File: config.mk
export PLATFORM = sky130hd
export DESIGN_NAME = ordered_list_engine
export DESIGN_NICKNAME = d
export VERILOG_FILES = /design/src/hdl/olist_pkg.sv /design/src/hdl/olist_cell.sv /design/src/hdl/ordered_list_engine.sv
export SDC_FILE = /design/constraint.sdc
export NUM_CORES = 2
export LEC_CHECK = 0
export BUFFER_PORTS_ARGS = -buffer_cell sky130_fd_sc_hd__buf_2
export CAP_MARGIN = 5
export CORE_MARGIN = 2
export CORE_UTILIZATION = 35
export DETAILED_ROUTE_END_ITERATION = 6
export HOLD_SLACK_MARGIN = 0.15
export SYNTH_ARGS = -nofsm -noshare
export SYNTH_HDL_FRONTEND = slang
export SYNTH_HIERARCHICAL = 1
export SYNTH_SLANG_ARGS = --single-unit
export TNS_END_PERCENT = 1
File: constraint.sdc
create_clock -name clock -period 20.7 [get_ports clock]
set_clock_uncertainty 0.1 [all_clocks]
set_input_delay 3.105 -clock clock [delete_from_list [all_inputs] [get_ports clock]]
set_output_delay 3.105 -clock clock [all_outputs]
set_load 0.02 [all_outputs]
File: src/hdl/olist_pkg.sv
// ----------------------------------------------------------------------------
// olist_pkg
// Shared types and codes for the ordered list engine: item structs, action
// and status codes, and the command that drives the row of list cells.
// ----------------------------------------------------------------------------
package olist_pkg;

   localparam int DEPTH_DEFAULT = 16;
   localparam int VALUE_W       = 32;
   localparam int ACTION_W      = 3;
   localparam int POS_W         = 8;
   localparam int STATUS_W      = 2;
   localparam int LEN_W         = 5;

   // action codes
   localparam logic [ACTION_W-1:0] ACT_APPEND = 3'd0;
   localparam logic [ACTION_W-1:0] ACT_HEAD   = 3'd1;
   localparam logic [ACTION_W-1:0] ACT_INSERT = 3'd2;
   localparam logic [ACTION_W-1:0] ACT_DELETE = 3'd3;
   localparam logic [ACTION_W-1:0] ACT_READ   = 3'd4;

   // status codes
   localparam logic [STATUS_W-1:0] STS_OK    = 2'd0;
   localparam logic [STATUS_W-1:0] STS_RANGE = 2'd1;
   localparam logic [STATUS_W-1:0] STS_EMPTY = 2'd2;
   localparam logic [STATUS_W-1:0] STS_FULL  = 2'd3;

   typedef struct packed {
      logic [ACTION_W-1:0]       action;
      logic signed [VALUE_W-1:0] item_value;
      logic [POS_W-1:0]          position;
   } req_type;

   typedef struct packed {
      logic [STATUS_W-1:0]       status;
      logic signed [VALUE_W-1:0] entry_value;
      logic                      entry_valid;
      logic                      last_result;
      logic [LEN_W-1:0]          list_length;
   } rsp_type;

   typedef enum logic [1:0] {
      CELL_HOLD   = 2'd0,
      CELL_INSERT = 2'd1,
      CELL_ROTATE = 2'd2
   } cell_op_type;

   typedef struct packed {
      cell_op_type op;
      logic        keep;
   } cell_ctl_type;

endpackage

File: src/hdl/olist_cell.sv
// ----------------------------------------------------------------------------
// olist_cell
// One slot of the list. On insert it opens a gap by taking its left
// neighbor; on rotate it takes its right neighbor, and the tail slot takes
// the old head when that entry survives.
// ----------------------------------------------------------------------------
module olist_cell import olist_pkg::*; #(
   parameter int DEPTH = DEPTH_DEFAULT,
   parameter int INDEX = 0
) (
   input  logic                             clock,
   input  cell_ctl_type                     ctl,
   input  logic [$clog2(DEPTH+1)-1:0]       ins_idx,
   input  logic [$clog2(DEPTH+1)-1:0]       total,
   input  logic signed [VALUE_W-1:0]        ins_value,
   input  logic signed [VALUE_W-1:0]        head_value,
   input  logic signed [VALUE_W-1:0]        left_value,
   input  logic signed [VALUE_W-1:0]        right_value,
   output logic signed [VALUE_W-1:0]        value
);

   localparam int CW = $clog2(DEPTH+1);
   localparam logic [CW-1:0] MY_IDX   = CW'(INDEX);
   localparam logic [CW-1:0] NEXT_IDX = CW'(INDEX + 1);

   logic signed [VALUE_W-1:0] value_ff, value_in;

   always_comb begin
      value_in = value_ff;
      unique case (ctl.op)
         CELL_INSERT: begin
            if (MY_IDX == ins_idx) begin
               value_in = ins_value;
            end else if (MY_IDX > ins_idx && MY_IDX <= total) begin
               value_in = left_value;
            end
         end
         CELL_ROTATE: begin
            if (NEXT_IDX < total) begin
               value_in = right_value;
            end else if (NEXT_IDX == total && ctl.keep) begin
               value_in = head_value;
            end
         end
         default: value_in = value_ff;
      endcase
   end

   always_ff @(posedge clock) begin
      value_ff <= value_in;
   end

   assign value = value_ff;

endmodule

File: src/hdl/ordered_list_engine.sv
// ----------------------------------------------------------------------------
// ordered_list_engine
// Bounded ordered list of signed 32-bit values held in a row of cells.
//
//   channel  ports        direction  payload
//   request  req_*        in         action, item_value, position
//   response rsp_*        out        status, entry_value, entry_valid,
//                                    last_result, list_length
//
// Append, head insert and positional insert answer in the cycle after the request
// item: every cell past the insert point shifts toward the tail at once.
// Delete and read-out first load the step count, then take one rotation step per
// entry held when the item came in; delete answers after the last step, read-out
// gives one response item per step.
// Reset clears the state, entry count, step count and response valid only; no clearing pass over the cells.
// A stall on rsp holds the read-out steps and blocks new request items.
// ----------------------------------------------------------------------------
module ordered_list_engine import olist_pkg::*; #(
   parameter int DEPTH = DEPTH_DEFAULT
) (
   input  logic    clock,
   input  logic    reset,
   input  logic    req_valid,
   output logic    req_stall,
   input  req_type req_item,
   output logic    rsp_valid,
   input  logic    rsp_stall,
   output rsp_type rsp_item
);

   localparam int CW = $clog2(DEPTH+1);
   localparam int PW = ((CW > POS_W) ? CW : POS_W) + 1;
   localparam logic [CW-1:0] FULL_CNT = CW'(DEPTH);
   localparam logic [CW-1:0] ONE_CNT  = CW'(1);

   typedef enum logic [2:0] {
      ST_IDLE = 3'b001,
      ST_DEL  = 3'b010,
      ST_READ = 3'b100
   } state_type;

   state_type                 state_ff, state_in;
   logic [CW-1:0]             count_ff, count_in;
   logic [CW-1:0]             steps_ff, steps_in;
   logic signed [VALUE_W-1:0] del_value_ff, del_value_in;
   logic                      rsp_valid_ff, rsp_valid_in;
   rsp_type                   rsp_ff, rsp_in;

   cell_ctl_type              ctl;
   logic [CW-1:0]             ins_idx;
   logic signed [VALUE_W-1:0] cell_val [DEPTH];

   logic                      out_free;
   logic                      accept;
   logic                      full;
   logic                      bad_pos;

   assign out_free  = !rsp_valid_ff || !rsp_stall;
   assign req_stall = (state_ff != ST_IDLE) || !out_free;
   assign accept    = req_valid && !req_stall;
   assign full      = (count_ff >= FULL_CNT);
   assign bad_pos   = (req_item.position == '0) ||
                      (PW'(req_item.position) > (PW'(count_ff) + PW'(1)));

   always_comb begin
      state_in     = state_ff;
      count_in     = count_ff;
      steps_in     = steps_ff;
      del_value_in = del_value_ff;
      rsp_in       = rsp_ff;
      rsp_valid_in = rsp_valid_ff && rsp_stall;
      ctl.op       = CELL_HOLD;
      ctl.keep     = 1'b1;
      ins_idx      = '0;

      unique case (state_ff)
         ST_IDLE: begin
            if (accept) begin
               rsp_valid_in       = 1'b1;
               rsp_in.status      = STS_OK;
               rsp_in.entry_value = '0;
               rsp_in.entry_valid = 1'b0;
               rsp_in.last_result = 1'b1;
               unique case (req_item.action) inside
                  ACT_APPEND, ACT_HEAD: begin
                     if (full) begin
                        rsp_in.status = STS_FULL;
                     end else begin
                        ctl.op   = CELL_INSERT;
                        ins_idx  = (req_item.action == ACT_APPEND) ? count_ff : '0;
                        count_in = count_ff + ONE_CNT;
                     end
                  end
                  ACT_INSERT: begin
                     if (bad_pos) begin
                        rsp_in.status = STS_RANGE;
                     end else if (full) begin
                        rsp_in.status = STS_FULL;
                     end else begin
                        ctl.op   = CELL_INSERT;
                        ins_idx  = CW'(req_item.position - POS_W'(1));
                        count_in = count_ff + ONE_CNT;
                     end
                  end
                  ACT_DELETE, ACT_READ: begin
                     if (count_ff == '0) begin
                        rsp_in.status = STS_EMPTY;
                     end else begin
                        rsp_valid_in = 1'b0;
                        steps_in     = count_ff;
                        del_value_in = req_item.item_value;
                        state_in     = (req_item.action == ACT_DELETE) ? ST_DEL : ST_READ;
                     end
                  end
                  default: rsp_in.status = STS_OK;
               endcase
               rsp_in.list_length = LEN_W'(count_in);
            end
         end
         ST_DEL: begin
            if (out_free) begin
               ctl.op   = CELL_ROTATE;
               ctl.keep = (cell_val[0] != del_value_ff);
               if (!ctl.keep) begin
                  count_in = count_ff - ONE_CNT;
               end
               steps_in = steps_ff - ONE_CNT;
               if (steps_ff == ONE_CNT) begin
                  state_in           = ST_IDLE;
                  rsp_valid_in       = 1'b1;
                  rsp_in.status      = STS_OK;
                  rsp_in.entry_value = '0;
                  rsp_in.entry_valid = 1'b0;
                  rsp_in.last_result = 1'b1;
                  rsp_in.list_length = LEN_W'(count_in);
               end
            end
         end
         ST_READ: begin
            if (out_free) begin
               ctl.op             = CELL_ROTATE;
               ctl.keep           = 1'b1;
               steps_in           = steps_ff - ONE_CNT;
               rsp_valid_in       = 1'b1;
               rsp_in.status      = STS_OK;
               rsp_in.entry_value = cell_val[0];
               rsp_in.entry_valid = 1'b1;
               rsp_in.last_result = (steps_ff == ONE_CNT);
               rsp_in.list_length = LEN_W'(count_ff);
               if (steps_ff == ONE_CNT) begin
                  state_in = ST_IDLE;
               end
            end
         end
         default: state_in = ST_IDLE;
      endcase
   end

   // row of cells, each talks only to its two neighbors and the broadcast
   for (genvar i = 0; i < DEPTH; i++) begin : g_cell
      logic signed [VALUE_W-1:0] left_v, right_v;
      if (i == 0) begin : g_first
         assign left_v = '0;
      end else begin : g_mid_l
         assign left_v = cell_val[i-1];
      end
      if (i == DEPTH-1) begin : g_last
         assign right_v = '0;
      end else begin : g_mid_r
         assign right_v = cell_val[i+1];
      end
      olist_cell #(
         .DEPTH (DEPTH),
         .INDEX (i)
      ) u_cell (
         .clock       (clock),
         .ctl         (ctl),
         .ins_idx     (ins_idx),
         .total       (count_ff),
         .ins_value   (req_item.item_value),
         .head_value  (cell_val[0]),
         .left_value  (left_v),
         .right_value (right_v),
         .value       (cell_val[i])
      );
   end

   always_ff @(posedge clock) begin
      if (reset) begin
         state_ff     <= ST_IDLE;
         count_ff     <= '0;
         steps_ff     <= '0;
         rsp_valid_ff <= 1'b0;
      end else begin
         state_ff     <= state_in;
         count_ff     <= count_in;
         steps_ff     <= steps_in;
         rsp_valid_ff <= rsp_valid_in;
      end
      del_value_ff <= del_value_in;
      rsp_ff       <= rsp_in;
   end

   assign rsp_valid = rsp_valid_ff;
   assign rsp_item  = rsp_ff;

   a_count_bound: assert property (@(posedge clock) disable iff (reset)
      count_ff <= FULL_CNT)
      else $error("entry count above depth");

   a_steps_bound: assert property (@(posedge clock) disable iff (reset)
      (state_ff != ST_IDLE) |-> (steps_ff != '0 && steps_ff <= count_ff))
      else $error("rotation step count out of step with entry count");

   a_read_keeps_count: assert property (@(posedge clock) disable iff (reset)
      (state_ff == ST_READ) |=> $stable(count_ff))
      else $error("read-out changed the entry count");

   a_entry_ok: assert property (@(posedge clock) disable iff (reset)
      (rsp_valid_ff && rsp_ff.entry_valid) |-> (rsp_ff.status == STS_OK))
      else $error("entry item with non-ok status");

endmodule

==> run_results.csv <==
group,metric,value,unit
worst_hold_path,hold_path.class,"flop to flop",
sta,max_slew_margin,10.7,%
critical_path,crit_required,20.87,ns
sta,drv_slew,0,
global_route,grt_pass1_wl,248000,um
power,switchingPower,0.00108,W
sta,rsz0062_at_grt,"false",
power,pwr-share-clk,39.2,%
synthesis,synth_top_area_share,42.7,%
sta,setup_viol,0,
global_route,gr-total-overflow,0,
power,p_per_area,76.7,mW/mm^2
placed_design,io_buffers,89,
detailed_routing,drt_first_pass_iters,7,
power,p_int,0.00236,W
synthesis,ys.flop_type,"edfxtp_1",
placed_design,dpl-instance-area,0.0424,sq mm
placed_design,pre_cts_ws,11.39,ns
finish,fillCellCount,11316,
synthesis,synth_cell_types,115,
detailed_routing,post_drt_wl_per_cell,32.5,um
sta,fmax,0.113,GHz
clock_tree,cts_hold_buf,0,
status,outcome,"finished with violations",
sta,worstMarginPinSlew,1.34,ns
critical_path,arrival,8.99,ns
global_route,grt_max_degree,98,
clock_tree,htree_levels,3,
power,p_leak,13.9,nW
synthesis,synth_enable_flop_cells,585,
synthesis,synth_area,0.0411,sq mm
detailed_routing,drt_drc_violations_left,14,
detailed_routing,via_per_inst,7.00,
global_route,antenna_found_initial,14,
detailed_routing,wl,172000,um
clock_tree,root_buffer,"clkbuf_16",
global_route,first_global_vias,35115,
flow_run,maxCapViolations,0,
placed_design,dp.final_hpwl,101000,um
floorplanning,fp.dieH,347,um
synthesis,avgSynthCellArea,10.8,sq um
detailed_routing,drtAntennaViolNets,0,
floorplanning,num_rows,125,
synthesis,synth.area.top_cells,"edfxtp_1 (43%), mux2i_1 (8.6%), a211oi_1 (5.3%)",
power,switching_share,31.4,%
synthesis,yosys.area.top_type,"edfxtp_1",
clock_tree,clockBufferDepth,3,
critical_path,end_kind,"flop",
floorplanning,initial_utilization,35.3,%
synthesis,seq_area_frac_synth,43.4,%
sta,fin_crit_sh,42.6,%
clock_tree,tritoncts,"yes",
synthesis,ys_async_sr_fraction,0,%
synthesis,yosysWarnings,6,
clock_tree,cts_buffers,73,
detailed_routing,drtIter0Drc,6009,
floorplanning,core-area,0.116,sq mm
critical_path,start_kind,"input port",
clock_tree,clock_latency,0.66,ns
floorplanning,fp.dieW,347,um
floorplanning,dieArea,0.120,sq mm
finish,nets,3754,
power,p_seq_share,41.8,%
critical_path,path_class,"input port to flop",
power,power.total,0.00344,W
synthesis,synth-seq-cells,599,
detailed_routing,via_count,36981,
sta,holdWs,0.379,ns
floorplanning,io_pins,90,
synthesis,syn-instance-count,3802,
sta,period_minus_slack,8.81,ns
sta,finalSetupTns,0,ns
finish,finish.instance_area,0.0449,sq mm
clock_tree,cts_sinks,599,
clock_tree,post_cts_resized,0,
clock_tree,clk_pin_slew,0.06,ns
clock_tree,post_cts.repair.setup_buffers,0,
finish,drive_gt1_share,17.6,%
power,max-vdd-ir-drop,0.0000541,V
finish,syn_to_final_growth,9.06,%
sta,hold_viol,0,
power,p_comb_share,19.0,%
status,violations,"design-rule violations",
critical_path,crit_fanout,84,
placed_design,gp_congestion,0.914,
global_route,grt_usage,27.3,%
sta,fin_ws,11.89,ns
-- cells in the mapped netlist, drive strengths merged (10+ instances only) --
cell / n
a31oi: 104
nand4b: 33
a221oi: 32
dfxtp: 14
nand2b: 21
a21o: 10
nor2: 71
nand4: 13
or3: 12
a41oi: 65
nor2b: 19
o211ai: 71
nand3: 20
edfxtp: 585
inv: 26
nor4b: 100
nand2: 61
a211oi: 293
clkbuf: 223
xnor2: 36
nor3: 370
buf: 243
a22oi: 194
and2: 37
a21oi: 63
ha: 14
mux2i: 355
nor4: 425
o21ai: 180
-- area by class of cell --
class,count,area [sq um],share of cell area (%)
inverters,26,97.6,0.218
flip-flops and latches,599,17900,39.8
clock buffers,94,1970,4.39
repair buffers,220,1440,3.21
well taps,1524,1910,4.25
clock inverters,39,429,0.957
diodes,5,12.5,0.0279
multi-input cells,2773,21100,47.1
-- worst paths after layout --
kind	startpoint	to	slack (ns)	depth (start not counted)
worst max-delay path	req_item[5]	g_cell[11].u_cell/value[19]	11.89	14
worst min-delay path	steps_ff[1]	steps_ff[1]	0.38	2
worst max register to register	count_ff[1]	g_cell[11].u_cell/value[19]	12.70	18
worst min register to register	steps_ff[1]	steps_ff[1]	0.38	2
-- placed cells by master, fill, tap and decap left out, types with 36 or more instances in the layout --
cell type,instances
a22oi_2,45
a21oi_1,61
buf_2,89
and2_1,37
clkbuf_16,76
nor2_1,55
a211oi_1,290
edfxtp_1,585
nor4_1,343
o21ai_1,69
o21ai_0,106
nor3_1,335
o211ai_1,68
nor4_2,78
a22oi_1,149
xnor2_1,36
nand2_1,60
conb_1,64
buf_4,130
a31oi_1,102
mux2i_1,355
nor4b_2,71
a41oi_1,64
-- worst max-delay path, stage by stage --
cell	delay, ns
buf_2	0.11
ha_1	0.34
a21o_1	0.21
nor3_1	0.43
o211ai_1	0.27
a2bb2oi_1	0.22
nor2_4	0.97
buf_4	0.60
buf_4	0.73
nand4b_1	0.27
nor2_4	0.13
buf_4	0.49
inv_1	0.17
o2bb2ai_4	0.81
-- per-layer routing --
| layer | vias to the layer above | routed length [um] | global-route usage (%) |
|---|---|---|---|
| met3 | 560 | 23900 | 9.31 |
| met4 | 20 | 10700 | 15.4 |
| met5 | - | 161 | 0.280 |
| met1 | 18091 | 66600 | 36.6 |
| li1 | 15436 | - | - |
| met2 | 2874 | 70500 | 38.3 |
-- power by group through the flow --
stage	Sequential (W)	Combinational [W]	Clock, W
CTS	0.00144	0.000634	0.00135
finish	0.00144	0.000655	0.00135
floorplan	0.00150	0.000365	0
detailed placement	0.00146	0.000633	0
global placement	0.00146	0.000626	0
global route	0.00144	0.000679	0.00139
-- through the flow --
stage	instances	util [%]
floorplan	3865	-
global placement	5142	36.5
detailed placement	5142	36.5
CTS	5275	38.5
global route	5275	38.5
finish	5280	38.5
-- kinds of logic after synthesis --
logic type | Yosys count | synth area share, %
adders and majority gates | 14 | 0.426
xor gates and xnor gates | 41 | 0.873
buffers and inverters | 493 | 6.72
muxes | 358 | 8.73
AOI/OAI and AO/OA | 1073 | 19.2
DFF | 599 | 43.4
other | 1 | 0.00912
and+or+nand+nor | 1223 | 20.6
-- registers in the layout, indices dropped and copies added (netlist names) --
name                 flops
state_ff                 3
g_cell.u_cell/value    512
count_ff                 5
del_value_ff            32
rsp_valid                1
rsp_item                41
steps_ff                 5
Power figures use the tool's default switching activity.
